===== src/hw/rtl/rans_eb_pkg.sv =====
package rans_eb_pkg;

    // Field widths.
    localparam int OP_W       = 2;
    localparam int SYM_W      = 8;
    localparam int FREQ_W     = 13;
    localparam int CUM_W      = 12;
    localparam int STATE_W    = 16;
    localparam int KIND_W     = 2;
    localparam int CFG_IDX_W  = 1;
    localparam int CFG_DATA_W = 16;

    // Default table depth and coding precision.
    localparam int SYM_COUNT_DEF = 256;
    localparam int PREC_BITS     = 12;

    // Register reset values.
    localparam logic [FREQ_W-1:0]  TOTAL_FREQ_RST = FREQ_W'(1 << PREC_BITS);
    localparam logic [STATE_W-1:0] INIT_STATE_RST = STATE_W'(4096);

    // Operation codes.
    localparam logic [OP_W-1:0] OP_WRITE   = 2'd0;
    localparam logic [OP_W-1:0] OP_ENCODE  = 2'd1;
    localparam logic [OP_W-1:0] OP_RESTART = 2'd2;

    // Result kinds.
    localparam logic [KIND_W-1:0] KIND_BIT  = 2'd0;
    localparam logic [KIND_W-1:0] KIND_DONE = 2'd1;
    localparam logic [KIND_W-1:0] KIND_ERR  = 2'd2;

    // Configuration register indexes.
    localparam logic [CFG_IDX_W-1:0] CFG_TOTAL_FREQ = 1'b0;
    localparam logic [CFG_IDX_W-1:0] CFG_INIT_STATE = 1'b1;

    typedef struct packed {
        logic [OP_W-1:0]   op;
        logic [SYM_W-1:0]  symbol;
        logic [FREQ_W-1:0] freq_in;
        logic [CUM_W-1:0]  cum_in;
    } in_item_t;

    typedef struct packed {
        logic [KIND_W-1:0]  kind;
        logic               bit_res;
        logic [STATE_W-1:0] coder_value;
        logic               last;
    } out_item_t;

    typedef struct packed {
        logic [FREQ_W-1:0] freq;
        logic [CUM_W-1:0]  cum;
    } table_entry_t;

    typedef enum logic [1:0] {
        ST_IDLE,
        ST_LOOKUP,
        ST_SHIFT
    } enc_state_t;

endpackage


===== src/hw/rtl/rans_eb_ctrl.sv =====
module rans_eb_ctrl #(
    parameter int SYM_COUNT = rans_eb_pkg::SYM_COUNT_DEF,
    parameter int ADDR_W    = $clog2(SYM_COUNT)
) (
    input  logic                                  aclk,
    input  logic                                  aresetn,
    input  logic                                  s_valid,
    output logic                                  s_ready,
    input  rans_eb_pkg::in_item_t                 s_data,
    output logic                                  m_valid,
    input  logic                                  m_ready,
    output rans_eb_pkg::out_item_t                m_data,
    input  logic [rans_eb_pkg::FREQ_W-1:0]        total_freq,
    input  logic [rans_eb_pkg::STATE_W-1:0]       initial_state,
    output logic                                  tbl_we,
    output logic                                  tbl_re,
    output logic [ADDR_W-1:0]                     tbl_addr,
    output rans_eb_pkg::table_entry_t             tbl_wdata,
    input  rans_eb_pkg::table_entry_t             tbl_rdata
);

    localparam int STATE_W = rans_eb_pkg::STATE_W;
    localparam int FREQ_W  = rans_eb_pkg::FREQ_W;
    localparam int CUM_W   = rans_eb_pkg::CUM_W;

    rans_eb_pkg::enc_state_t state_reg, state_next;
    logic [STATE_W-1:0]      coder_state_reg, coder_state_next;
    logic [FREQ_W-1:0]       f_reg, f_next;
    logic [CUM_W-1:0]        c_reg, c_next;
    logic                    err_reg, err_next;
    logic                    sym_ok_reg, sym_ok_next;
    logic                    m_valid_reg, m_valid_next;
    rans_eb_pkg::out_item_t  m_data_reg, m_data_next;

    logic                    sym_ok;
    logic                    out_free;
    logic [STATE_W:0]        two_f;
    logic                    need_shift;
    logic                    s_ge_f;
    logic [STATE_W-1:0]      rem;
    logic [STATE_W-1:0]      scaled;
    logic [STATE_W-1:0]      new_state;

    assign sym_ok   = 32'(s_data.symbol) < SYM_COUNT;
    assign out_free = !m_valid_reg || m_ready;

    // Renormalization test and the single-step quotient: once the state is
    // below twice the frequency, the quotient is either zero or one.
    assign two_f      = (STATE_W + 1)'({f_reg, 1'b0});
    assign need_shift = {1'b0, coder_state_reg} >= two_f;
    assign s_ge_f     = coder_state_reg >= STATE_W'(f_reg);
    assign rem        = s_ge_f ? coder_state_reg - STATE_W'(f_reg) : coder_state_reg;
    assign scaled     = s_ge_f ? STATE_W'(total_freq) : '0;
    assign new_state  = scaled + STATE_W'(c_reg) + rem;

    // Table port: writes and lookups both use the incoming symbol.
    assign tbl_addr  = ADDR_W'(s_data.symbol);
    assign tbl_wdata = '{freq: s_data.freq_in, cum: s_data.cum_in};

    // Sequencer: next state, datapath updates and result register loads.
    always_comb begin
        state_next       = state_reg;
        coder_state_next = coder_state_reg;
        f_next           = f_reg;
        c_next           = c_reg;
        err_next         = err_reg;
        sym_ok_next      = sym_ok_reg;
        m_valid_next     = m_valid_reg && !m_ready;
        m_data_next      = m_data_reg;
        s_ready          = 1'b0;
        tbl_we           = 1'b0;
        tbl_re           = 1'b0;

        case (state_reg)
            rans_eb_pkg::ST_IDLE: begin
                s_ready = 1'b1;
                if (s_valid) begin
                    case (s_data.op)
                        rans_eb_pkg::OP_WRITE: begin
                            tbl_we = sym_ok;
                        end
                        rans_eb_pkg::OP_ENCODE: begin
                            tbl_re      = 1'b1;
                            sym_ok_next = sym_ok;
                            state_next  = rans_eb_pkg::ST_LOOKUP;
                        end
                        rans_eb_pkg::OP_RESTART: begin
                            coder_state_next = initial_state;
                        end
                        default: begin
                        end
                    endcase
                end
            end
            rans_eb_pkg::ST_LOOKUP: begin
                f_next     = tbl_rdata.freq;
                c_next     = tbl_rdata.cum;
                err_next   = !sym_ok_reg || (tbl_rdata.freq == '0);
                state_next = rans_eb_pkg::ST_SHIFT;
            end
            rans_eb_pkg::ST_SHIFT: begin
                if (out_free) begin
                    m_valid_next = 1'b1;
                    if (err_reg) begin
                        m_data_next = '{kind: rans_eb_pkg::KIND_ERR, bit_res: 1'b0,
                                        coder_value: coder_state_reg, last: 1'b1};
                        state_next  = rans_eb_pkg::ST_IDLE;
                    end else if (need_shift) begin
                        m_data_next = '{kind: rans_eb_pkg::KIND_BIT,
                                        bit_res: coder_state_reg[0],
                                        coder_value: '0, last: 1'b0};
                        coder_state_next = coder_state_reg >> 1;
                    end else begin
                        m_data_next = '{kind: rans_eb_pkg::KIND_DONE, bit_res: 1'b0,
                                        coder_value: new_state, last: 1'b1};
                        coder_state_next = new_state;
                        state_next       = rans_eb_pkg::ST_IDLE;
                    end
                end
            end
            default: begin
                state_next = rans_eb_pkg::ST_IDLE;
            end
        endcase
    end

    // Control and coder state registers.
    always_ff @(posedge aclk) begin
        if (!aresetn) begin
            state_reg       <= rans_eb_pkg::ST_IDLE;
            coder_state_reg <= rans_eb_pkg::INIT_STATE_RST;
            m_valid_reg     <= 1'b0;
        end else begin
            state_reg       <= state_next;
            coder_state_reg <= coder_state_next;
            m_valid_reg     <= m_valid_next;
        end
    end

    // Payload registers need no reset.
    always_ff @(posedge aclk) begin
        f_reg      <= f_next;
        c_reg      <= c_next;
        err_reg    <= err_next;
        sym_ok_reg <= sym_ok_next;
        m_data_reg <= m_data_next;
    end

    assign m_valid = m_valid_reg;
    assign m_data  = m_data_reg;

endmodule


===== config.mk =====
export PLATFORM = sky130hd
export DESIGN_NAME = rans_eb_ctrl
export DESIGN_NICKNAME = d
export VERILOG_FILES = /design/src/hw/rtl/rans_eb_pkg.sv /design/src/hw/rtl/rans_eb_ctrl.sv
export SDC_FILE = /design/constraint.sdc
export NUM_CORES = 1
export LEC_CHECK = 0
export ABC_AREA = 1
export BUFFER_PORTS_ARGS = -buffer_cell sky130_fd_sc_hd__buf_2
export CAP_MARGIN = 25
export CORE_MARGIN = 10
export CORE_UTILIZATION = 45
export CTS_CLUSTER_DIAMETER = 120
export DETAILED_ROUTE_END_ITERATION = 7
export PLACE_DENSITY = 0.71
export SLEW_MARGIN = 25
export SYNTH_ARGS = -nofsm -noshare
export SYNTH_HDL_FRONTEND = slang
export SYNTH_SLANG_ARGS = --single-unit

===== constraint.sdc =====
create_clock -name aclk -period 5.92 [get_ports aclk]
set_clock_uncertainty 0.2 [all_clocks]
set_input_delay 0.592 -clock aclk [delete_from_list [all_inputs] [get_ports aclk]]
set_output_delay 0.592 -clock aclk [all_outputs]
set_load 0.005 [all_outputs]

### Yosys cells after proc, flatten, opt, wreduce, memory -nomap -nowiden

Index checks and enable logic that the tools add are counted.

* input bits: 93
* flip-flop bits (word level): 65
* output and inout bits: 57
* logic and storage cells: 63

* multiplexer cells: 25
* order comparisons: 2
* reductions and logical operators: 12
* bitwise operators: 1
* $add $sub $neg: 3
* equal/unequal tests: 10

Operator list (count)
* two-way mux 16 bit: 6
* one-hot mux 16 bit (2 select lines): 1
* two-way mux 19 bit: 1
* two-way mux 17 bit: 1
* adder 14 x 16 -> 16 bit: 1
* >= comparator 16 x 13 -> 1 bit: 1
* >= comparator 16 x 14 -> 1 bit: 1
* subtractor 16 x 13 -> 16 bit: 1
* adder 13 x 12 -> 14 bit: 1
* zero test 13 bit: 1
* two-way mux 13 bit: 1
* two-way mux 2 bit: 5
* two-way mux 1 bit: 9
* inequality test 2 bit, second input constant: 3
* one-hot mux 2 bit (3 select lines): 1
* AND reduction 5 bit: 1
* equality test 2 x 1 -> 1 bit, second input constant: 2
* equality test 2 bit, second input constant: 2
* zero test 2 bit: 2
* inequality test 2 x 1 -> 1 bit, second input constant: 2
* AND reduction 4 bit: 1
* inequality test 3 bit, second input constant: 1
* zero test 1 bit: 2
* AND reduction 2 bit: 1
* other kinds (5): 5

### Longest topological paths before layout

Gate-level depths: netlist of the first run.

* word-level depth: 8
* mapped depth: 32
* mapped depth without buffers: 31

### Least setup slack after synthesis of the first run

OpenSTA, ideal clock, no wires.

* path type: reg-to-reg
* from: reg coder_state_reg[0]
* to: reg m_data_reg, in the netlist m_data[12], data pin
* path slack: 1.501 ns
* period minus slack after synthesis: 4.419 ns
* data arrival time: 3.951 ns
* library setup time: 0.269 ns
* cell stages (with the launch flop): 29
* required time: 5.451 ns
* cells stage by stage: dfxtp_1 inv_1 ha_1 fa_1 inv_1 nand3_1 nand2_1 nand2_1 nand2_1 nand2_1 nand3_2 buf_4 buf_2 nand2_1 o21ai_0 fa_1 inv_1 ha_1 inv_1 fa_1 nand3b_1 nand2_1 a21oi_1 o21ai_0 nand2_1 nand3_1 nand2_1 nand2_1 o21ai_0

* cells in the longest elaborated chain, start to end: 6
* elaborated cells on any way between the ends: 9
* classes of those cells: add/sub: 3; order compare: 2; mux: 4

Ends and longest elaborated chain
* start: declaration: RTL line rans_eb_ctrl.sv:27 `logic [STATE_W-1:0] coder_state_reg, coder_state_next;`
* start signal: assignment: RTL line rans_eb_ctrl.sv:131 `coder_state_reg <= rans_eb_pkg::INIT_STATE_RST;`
* start signal: assignment: RTL line rans_eb_ctrl.sv:135 `coder_state_reg <= coder_state_next;`
* >= comparator 16 x 13 -> 1 bit: RTL line rans_eb_ctrl.sv:51 `assign s_ge_f = coder_state_reg >= STATE_W'(f_reg);`
* two-way mux 13 bit: RTL line rans_eb_ctrl.sv:53 `assign scaled = s_ge_f ? STATE_W'(total_freq) : '0;`
* adder 13 x 12 -> 14 bit: RTL line rans_eb_ctrl.sv:54 `assign new_state = scaled + STATE_W'(c_reg) + rem;`
* adder 14 x 16 -> 16 bit: RTL line rans_eb_ctrl.sv:54
* two-way mux 19 bit (*): RTL line rans_eb_ctrl.sv:108 `end else if (need_shift) begin`
* two-way mux 17 bit (*): RTL line rans_eb_ctrl.sv:104 `if (err_reg) begin`
* end signal: assignment: RTL line rans_eb_ctrl.sv:146 `m_data_reg <= m_data_next;`
* end: declaration: RTL line rans_eb_ctrl.sv:33 `rans_eb_pkg::out_item_t m_data_reg, m_data_next;`

Mark *: on every way between the ends. The rest lies on a longest branch, timed or not.
A chain may end at the register's enable or synchronous reset.

### Worst setup path in the final report of the first run

* from: reg coder_state_reg[11]
* to: reg coder_state_reg[11]

* cells in the longest elaborated chain, start to end: 8
* elaborated cells on any way between the ends: 11
* classes of those cells: add/sub: 3; order compare: 2; mux: 6

Ends and longest elaborated chain
* >= comparator 16 x 13 -> 1 bit: RTL line rans_eb_ctrl.sv:51
* two-way mux 13 bit: RTL line rans_eb_ctrl.sv:53
* adder 13 x 12 -> 14 bit: RTL line rans_eb_ctrl.sv:54
* adder 14 x 16 -> 16 bit: RTL line rans_eb_ctrl.sv:54
* two-way mux 16 bit (*): RTL line rans_eb_ctrl.sv:108
* two-way mux 16 bit (*): RTL line rans_eb_ctrl.sv:104
* two-way mux 16 bit (*): RTL line rans_eb_ctrl.sv:102 `if (out_free) begin`
* one-hot mux 16 bit (2 select lines) (*): RTL line rans_eb_ctrl.sv:74 `case (state_reg)`

Mark *: on every way between the ends. The rest lies on a longest branch, timed or not. The select of a mux whose other input is x is not followed.

==> results of run 1 <==
[area by class of cell]
class                   instances  area (um2)
fillers                      1086        5580
multi-input cells             465        2790
flip-flops and latches         65        1760
repair buffers                 86         458
inverters                     106         400
clock buffers                  11         243
well taps                     143         179
clock inverters                 5        55.1
[critical path, delay by kind of cell, from the launching register on]
kind,cells,cell delay [ps]
adders and majority gates,4,1400
buffers and inverters,3,170
and+or+nand+nor,14,1800
DFF,1,510
AOI/OAI and AO/OA,4,990
[where the power goes]
group	total (mW)	switching, mW	internal [mW]
Combinational	0.703	0.441	0.261
Sequential	0.555	0.0224	0.532
Clock	0.543	0.207	0.336
Total	1.80	0.671	1.13
[path summary, 6_finish.rpt]
check,from,end,slack [ps],cells after the start
setup reg to reg,coder_state_reg[11]$_SDFFE_PN0P_,coder_state_reg[11]$_SDFFE_PN0P_,740,25
setup / recovery,coder_state_reg[11]$_SDFFE_PN0P_,coder_state_reg[11]$_SDFFE_PN0P_,740,25
hold reg to reg,coder_state_reg[0]$_SDFFE_PN0P_,coder_state_reg[0]$_SDFFE_PN0P_,310,2
hold / removal,tbl_rdata[9],c_reg[9]$_DFFE_PN_,220,1
[stage by stage]
| step | area (um2) | std cells | utilization [%] | hold WS [ps] | setup slack (ps) |
|---|---|---|---|---|---|
| after floorplan | 5290 | 684 | - | 278 | 1500 |
| after detailed placement | 5560 | 864 | 48.5 | 300 | 790 |
| after CTS | 5860 | 880 | 51.1 | 205 | 784 |
| final | 5880 | 881 | 51.3 | 218 | 744 |
| after global routing | 5880 | 881 | 51.3 | 209 | 260 |
| after global placement | 5560 | 864 | 48.5 | 289 | 906 |
[Yosys cell counts, types with 3 or more instances]
library cell	number
nand2_2	8
nand4_1	5
dfxtp_1	19
o21ai_0	37
nor3_1	6
a21oi_2	3
nand3_2	4
buf_4	35
xor2_1	11
xnor2_1	6
nand3_1	22
edfxtp_1	46
o211ai_1	9
nand2_1	180
inv_2	5
ha_1	40
inv_1	99
nor2_1	44
buf_2	4
fa_1	14
clkbuf_1	6
o21bai_1	3
a21oi_1	49
[placed cells by master, fill, tap and decap left out, types with 14 or more instances in the layout]
cell type  count
nand3_1       22
inv_1         99
o21ai_0       37
ha_1          40
nor2_1        43
dfxtp_1       19
edfxtp_1      46
buf_2         83
nand2_1      180
a21oi_1       49
fa_1          14
[cell families after synthesis]
kind of cell    share of synthesized area [%]
fa+ha+maj                                14.8
compound gates                           12.1
flops                                    33.3
simple gates                             23.0
xor+xnor                                 2.81
buf+inv                                  14.0
[per-layer routing]
layer  global-route usage, %  vias to the layer above  wire, um  part of all wire, %
li1                        -                     2284         -                    -
met1                    21.6                     2097      6080                   43
met2                    27.2                      168      6530                   46
met3                    4.44                       38      1140                  8.1
met4                    7.48                        0       401                  2.8
met5                       0                        -         0                    0
==> flow_summary.json, run 1 <==
{
  "outcome": "finished clean",
  "die_width_um": 128,
  "finalHoldViolCount": 0,
  "synth.avg_cell_area_um2": 7.73,
  "drc_errors": 0,
  "detailed_routing_iteration_count_for_the_pre_antenna_repair_pass": 5,
  "path_max_fanout": 40,
  "post_drt_via_cell_ratio": 5.21,
  "post_layout_nets": 880,
  "numClockSinks": 65,
  "die-height_um": 128,
  "core_region_area_um2": 11500,
  "cts_max_path_buffers": 2,
  "cts_max_level": 3,
  "syn_inst": 684,
  "synth.largest_area_cell": "edfxtp_1",
  "post_cts_hold_fix_bufs": 0,
  "synth-main-ff-cell": "edfxtp_1",
  "initial_core_util_pct": 46.1,
  "drv.max_cap_violation_count": 0,
  "area_of_the_die_um2": 16500,
  "worst_slew_margin_rel_pct": 56.1,
  "crit_path_start_kind": "flip-flop",
  "cp.arrival_ps": 5230,
  "post_syn_nets": 831,
  "synth_seq_cells": 65,
  "worstSetupEndpointType": "flip-flop",
  "antenna_found_initial": 0,
  "pwr_density_cell_nw_per_um2": 306,
  "final-setup-viol-count": 0,
  "detail_route.wirelength_mm": 14.1,
  "drive_above_1_share_pct": 17.9,
  "hpwl_detailed_mm": 11.2,
  "synth_warnings": 0,
  "crit_path_frequent_cell": "nand2_1",
  "cts_post_setup_buffers_inserted": 0,
  "setup_total_negative_slack_ps": 0,
  "io_buffers": 83,
  "synth.lib_cells_used.distinct": 44,
  "synth_edf_count": 46,
  "synth.area.top_cells": "edfxtp_1 26%, nand2_1 13%, ha_1 9.5%, dfxtp_1 7.2%, inv_1 7.0%",
  "globalRouteTotalUtil_pct": 17.2,
  "grt_start_max_net_pins": 41,
  "detail_route.iter0.violations": 430,
  "ios": 150,
  "largest_register_ffs": 20,
  "clk_pin_slew_ps": 60,
  "power_mw": 1.80,
  "crit_required_ps": 5980,
  "path_class": "reg -> reg",
  "critPathMaxStageDelay_ps": 530,
  "async_flop_share_pct": 0,
  "mappedNetlistArea_um2": 5290,
  "cts_resized": 0,
  "synth_top_area_share_pct": 26.1,
  "worstMarginPinSlew_ps": 658,
  "fin_crit_sh_pct": 87.4,
  "wl_per_cell_um": 16.1,
  "hp-class": "in -> reg",
  "clk-insertion-delay-late_ps": 350,
  "finalMaxSlewViolations": 0,
  "power.static_leakage_nw": 2.80,
  "routed-via-count": 4587,
  "global_route_wire_length_before_repair_mm": 22.4,
  "cts.root.buffer_cell": "clkbuf_16",
  "numCtsBuffers": 9,
  "maxClockFrequency_mhz": 193,
  "ir_worst_vdd_mv": 0.203,
  "grt_pass1_vias": 4524,
  "setup_repair_after_global_routing_missed_its_margin": "no",
  "grt-ovfl-total": 0,
  "drt.antenna.violating_nets": 0,
  "timing.critical_path.slowest_stage_cell": "nand3_2",
  "row_count": 39,
  "num_antenna_cells": 0,
  "sequential_to_total_area_share_from_yosys_stat_pct": 33.3,
  "area_growth_syn_to_layout_pct": 11.2,
  "cts_tree": "done",
  "place.gp.congestion": 0.925,
  "final_period_minus_worst_setup_slack_ps": 5180
}
No activity file was read; power rests on OpenSTA's default activity.
==> inputs of run 2 (changes only) <==
--- a/config.mk
+++ b/config.mk
@@ -5,9 +5,9 @@
 export SDC_FILE = /design/constraint.sdc
 export NUM_CORES = 1
 export LEC_CHECK = 0
-export ABC_AREA = 1
 export BUFFER_PORTS_ARGS = -buffer_cell sky130_fd_sc_hd__buf_2
 export CAP_MARGIN = 25
+export CORE_ASPECT_RATIO = 1.4
 export CORE_MARGIN = 10
 export CORE_UTILIZATION = 45
 export CTS_CLUSTER_DIAMETER = 120
==> flow_summary.json, run 2 <==
{
  "syn_inst": 554,
  "place.gp.congestion": 0.911,
  "ys_top_cells_by_count": "73 x nand2_1, 52 x inv_1, 46 x edfxtp_1",
  "drv.max_cap_violation_count": 0,
  "wl_per_cell_um": 16.7,
  "row_count": 45,
  "sw_frac_of_total_pct": 31.5,
  "final-setup-viol-count": 0,
  "grt_start_max_net_pins": 34,
  "synth_top_area_share_pct": 27.9,
  "async_flop_share_pct": 0,
  "numClockSinks": 65,
  "worstSetupEndpointType": "flip-flop",
  "synth.lib_cells_used.distinct": 57,
  "final.setup.worst_slack_ps": 471,
  "layout_commonest_cell": "buf_2",
  "hpwl_detailed_mm": 9.90,
  "power.static_leakage_nw": 2.49,
  "cts.root.buffer_cell": "clkbuf_16",
  "power_frac_comb_pct": 30.7,
  "preCtsSetupSlack_ps": 352,
  "intPower_mw": 1.09,
  "path_class": "reg -> reg",
  "clk-insertion-delay-late_ps": 340,
  "detail_route.iter0.violations": 234,
  "cts_max_path_buffers": 2,
  "drt.antenna.violating_nets": 0,
  "most_frequent_cells_in_the_layout": "83 x buf_2, 73 x nand2_1, 52 x inv_1",
  "core_region_area_um2": 10800,
  "routed-via-count": 4107,
  "synth.avg_cell_area_um2": 8.93,
  "fin_crit_sh_pct": 92.0,
  "ir_worst_vdd_mv": 0.142,
  "cts_post_setup_buffers_inserted": 0,
  "crit_path_start_kind": "flip-flop",
  "grt_pass1_vias": 4257,
  "io_buffers": 83,
  "synthMostInstantiatedCell": "nand2_1",
  "drc_errors": 0,
  "power.switching_mw": 0.501,
  "path_max_fanout": 23,
  "share_seq_of_total_power_pct": 32.4,
  "pwr_density_cell_nw_per_um2": 284,
  "largest_register_ffs": 20,
  "synth.area.top_cells": "edfxtp_1 28%, ha_1 10%, dfxtp_1 7.7%, fa_1 5.7%, nand2_1 5.5%",
  "hp-class": "in -> reg",
  "detailed_routing_iteration_count_for_the_pre_antenna_repair_pass": 5,
  "utilization_pct": 51.7,
  "synth-main-ff-cell": "edfxtp_1",
  "post_syn_nets": 701,
  "pwr-share-clk_pct": 36.9,
  "post_layout_nets": 750,
  "synth_seq_cells": 65,
  "global_route_wire_length_before_repair_mm": 19.8,
  "post_drt_via_cell_ratio": 5.48,
  "antenna_found_initial": 0,
  "n_fill_cell": 1048,
  "detail_route.wirelength_mm": 12.5,
  "ios": 150,
  "crit_required_ps": 5810,
  "outcome": "finished clean",
  "sequential_to_total_area_share_from_yosys_stat_pct": 35.6,
  "cts_tree": "done",
  "cp.arrival_ps": 5340,
  "synth.largest_area_cell": "edfxtp_1",
  "drive_above_1_share_pct": 19.1,
  "initial_core_util_pct": 45.7,
  "setup_repair_after_global_routing_missed_its_margin": "no",
  "mappedNetlistArea_um2": 4940,
  "reg2reg_setup_slack_ps": 470,
  "cts_max_level": 3,
  "power_mw": 1.59,
  "clk_pin_slew_ps": 60,
  "maxClockFrequency_mhz": 184,
  "globalRouteTotalUtil_pct": 16.1,
  "final_period_minus_worst_setup_slack_ps": 5450,
  "worst_slew_margin_rel_pct": 51.2,
  "area_of_the_die_um2": 15600,
  "die-height_um": 144,
  "die_width_um": 109,
  "synth_warnings": 0,
  "worstMarginPinSlew_ps": 732,
  "area_growth_syn_to_layout_pct": 13.1,
  "finalMaxSlewViolations": 0,
  "setup_total_negative_slack_ps": 0,
  "num_antenna_cells": 0,
  "grt-ovfl-total": 0,
  "numCtsBuffers": 9,
  "finalHoldViolCount": 0,
  "synth_edf_count": 46
}
[run 2: metal layers]
layer  GRT usage (%)  up-vias  share of wire, %
met2            27.8      162                50
met1            17.5     1909                40
met5               0        -                 0
met4            8.42        0               3.1
met3            4.14       28               7.4
li1                -     2008                 -
[run 2: worst max-delay path, cell delays in order (launching register included)]
cell      delay (ps)
dfxtp_1          380
inv_1             90
ha_1             230
fa_1             390
nand2b_1         180
a21oi_1          260
o21a_1           200
a211o_2          250
buf_4            280
and3_1           190
a21oi_1           60
fa_1             530
inv_1             40
ha_1             330
nand2b_1         130
a21oi_1          140
o311ai_1         340
a21boi_1         170
o31ai_1          300
a22oi_1          130
xnor2_1          160
a22o_1           200
[run 2: power groups by stage]
stage,logic (mW),registers (mW),clock network [mW]
after global routing,0.554,0.516,0.614
after detailed placement,0.478,0.524,0
after CTS,0.483,0.514,0.591
after floorplan,0.387,0.518,0
after global placement,0.458,0.523,0
final,0.488,0.515,0.587
[run 2: cell type report]
cell class | instances | area, um2 | area share [%]
clock buffers | 10 | 239 | 4.27
clock inverters | 6 | 88.8 | 1.59
inverters | 52 | 195 | 3.49
multi-input cells | 385 | 2670 | 47.6
flip-flops and latches | 65 | 1760 | 31.5
well taps | 141 | 176 | 3.15
repair buffers | 90 | 468 | 8.37
[run 2: final timing paths]
path                                        start                    to  depth (start not counted)
setup / recovery  coder_state_reg[0]$_SDFFE_PN0P_  m_data[16]$_DFFE_PP_                         21
hold / removal                       tbl_rdata[8]    c_reg[8]$_DFFE_PN_                          1
setup reg to reg  coder_state_reg[0]$_SDFFE_PN0P_  m_data[16]$_DFFE_PP_                         21
hold reg to reg                m_valid$_SDFF_PN0_    m_valid$_SDFF_PN0_                          2
[run 2: kinds of logic (layout without fill, tap and decap cells)]
logic type / count (synthesis) / in the layout / synth area share, %
AO/OA/AOI/OAI: 146 / 146 / 18.4
XOR/XNOR: 20 / 20 / 3.54
adder cells (fa/ha/maj): 54 / 54 / 15.8
buffers and inverters: 104 / 158 / 10.6
flip-flops: 65 / 65 / 35.6
multiplexers: 5 / 5 / 1.06
AND/OR/NAND/NOR: 160 / 160 / 15.0
[run 2: stage by stage]
stage	area, um2	hold slack (ps)	instances
3_3_place_gp	5260	312	732
5_1_grt	5590	218	749
4_1_cts	5590	220	749
6_report	5590	226	749
2_1_floorplan	4940	299	554
3_5_place_dp	5270	318	733
[run 2: timing repair]
action | 4_1_cts | 5_1_grt
resized for setup | 0 | 2
endpoints found under the setup margin | 0 | 4
hold buffers | 0 | 0
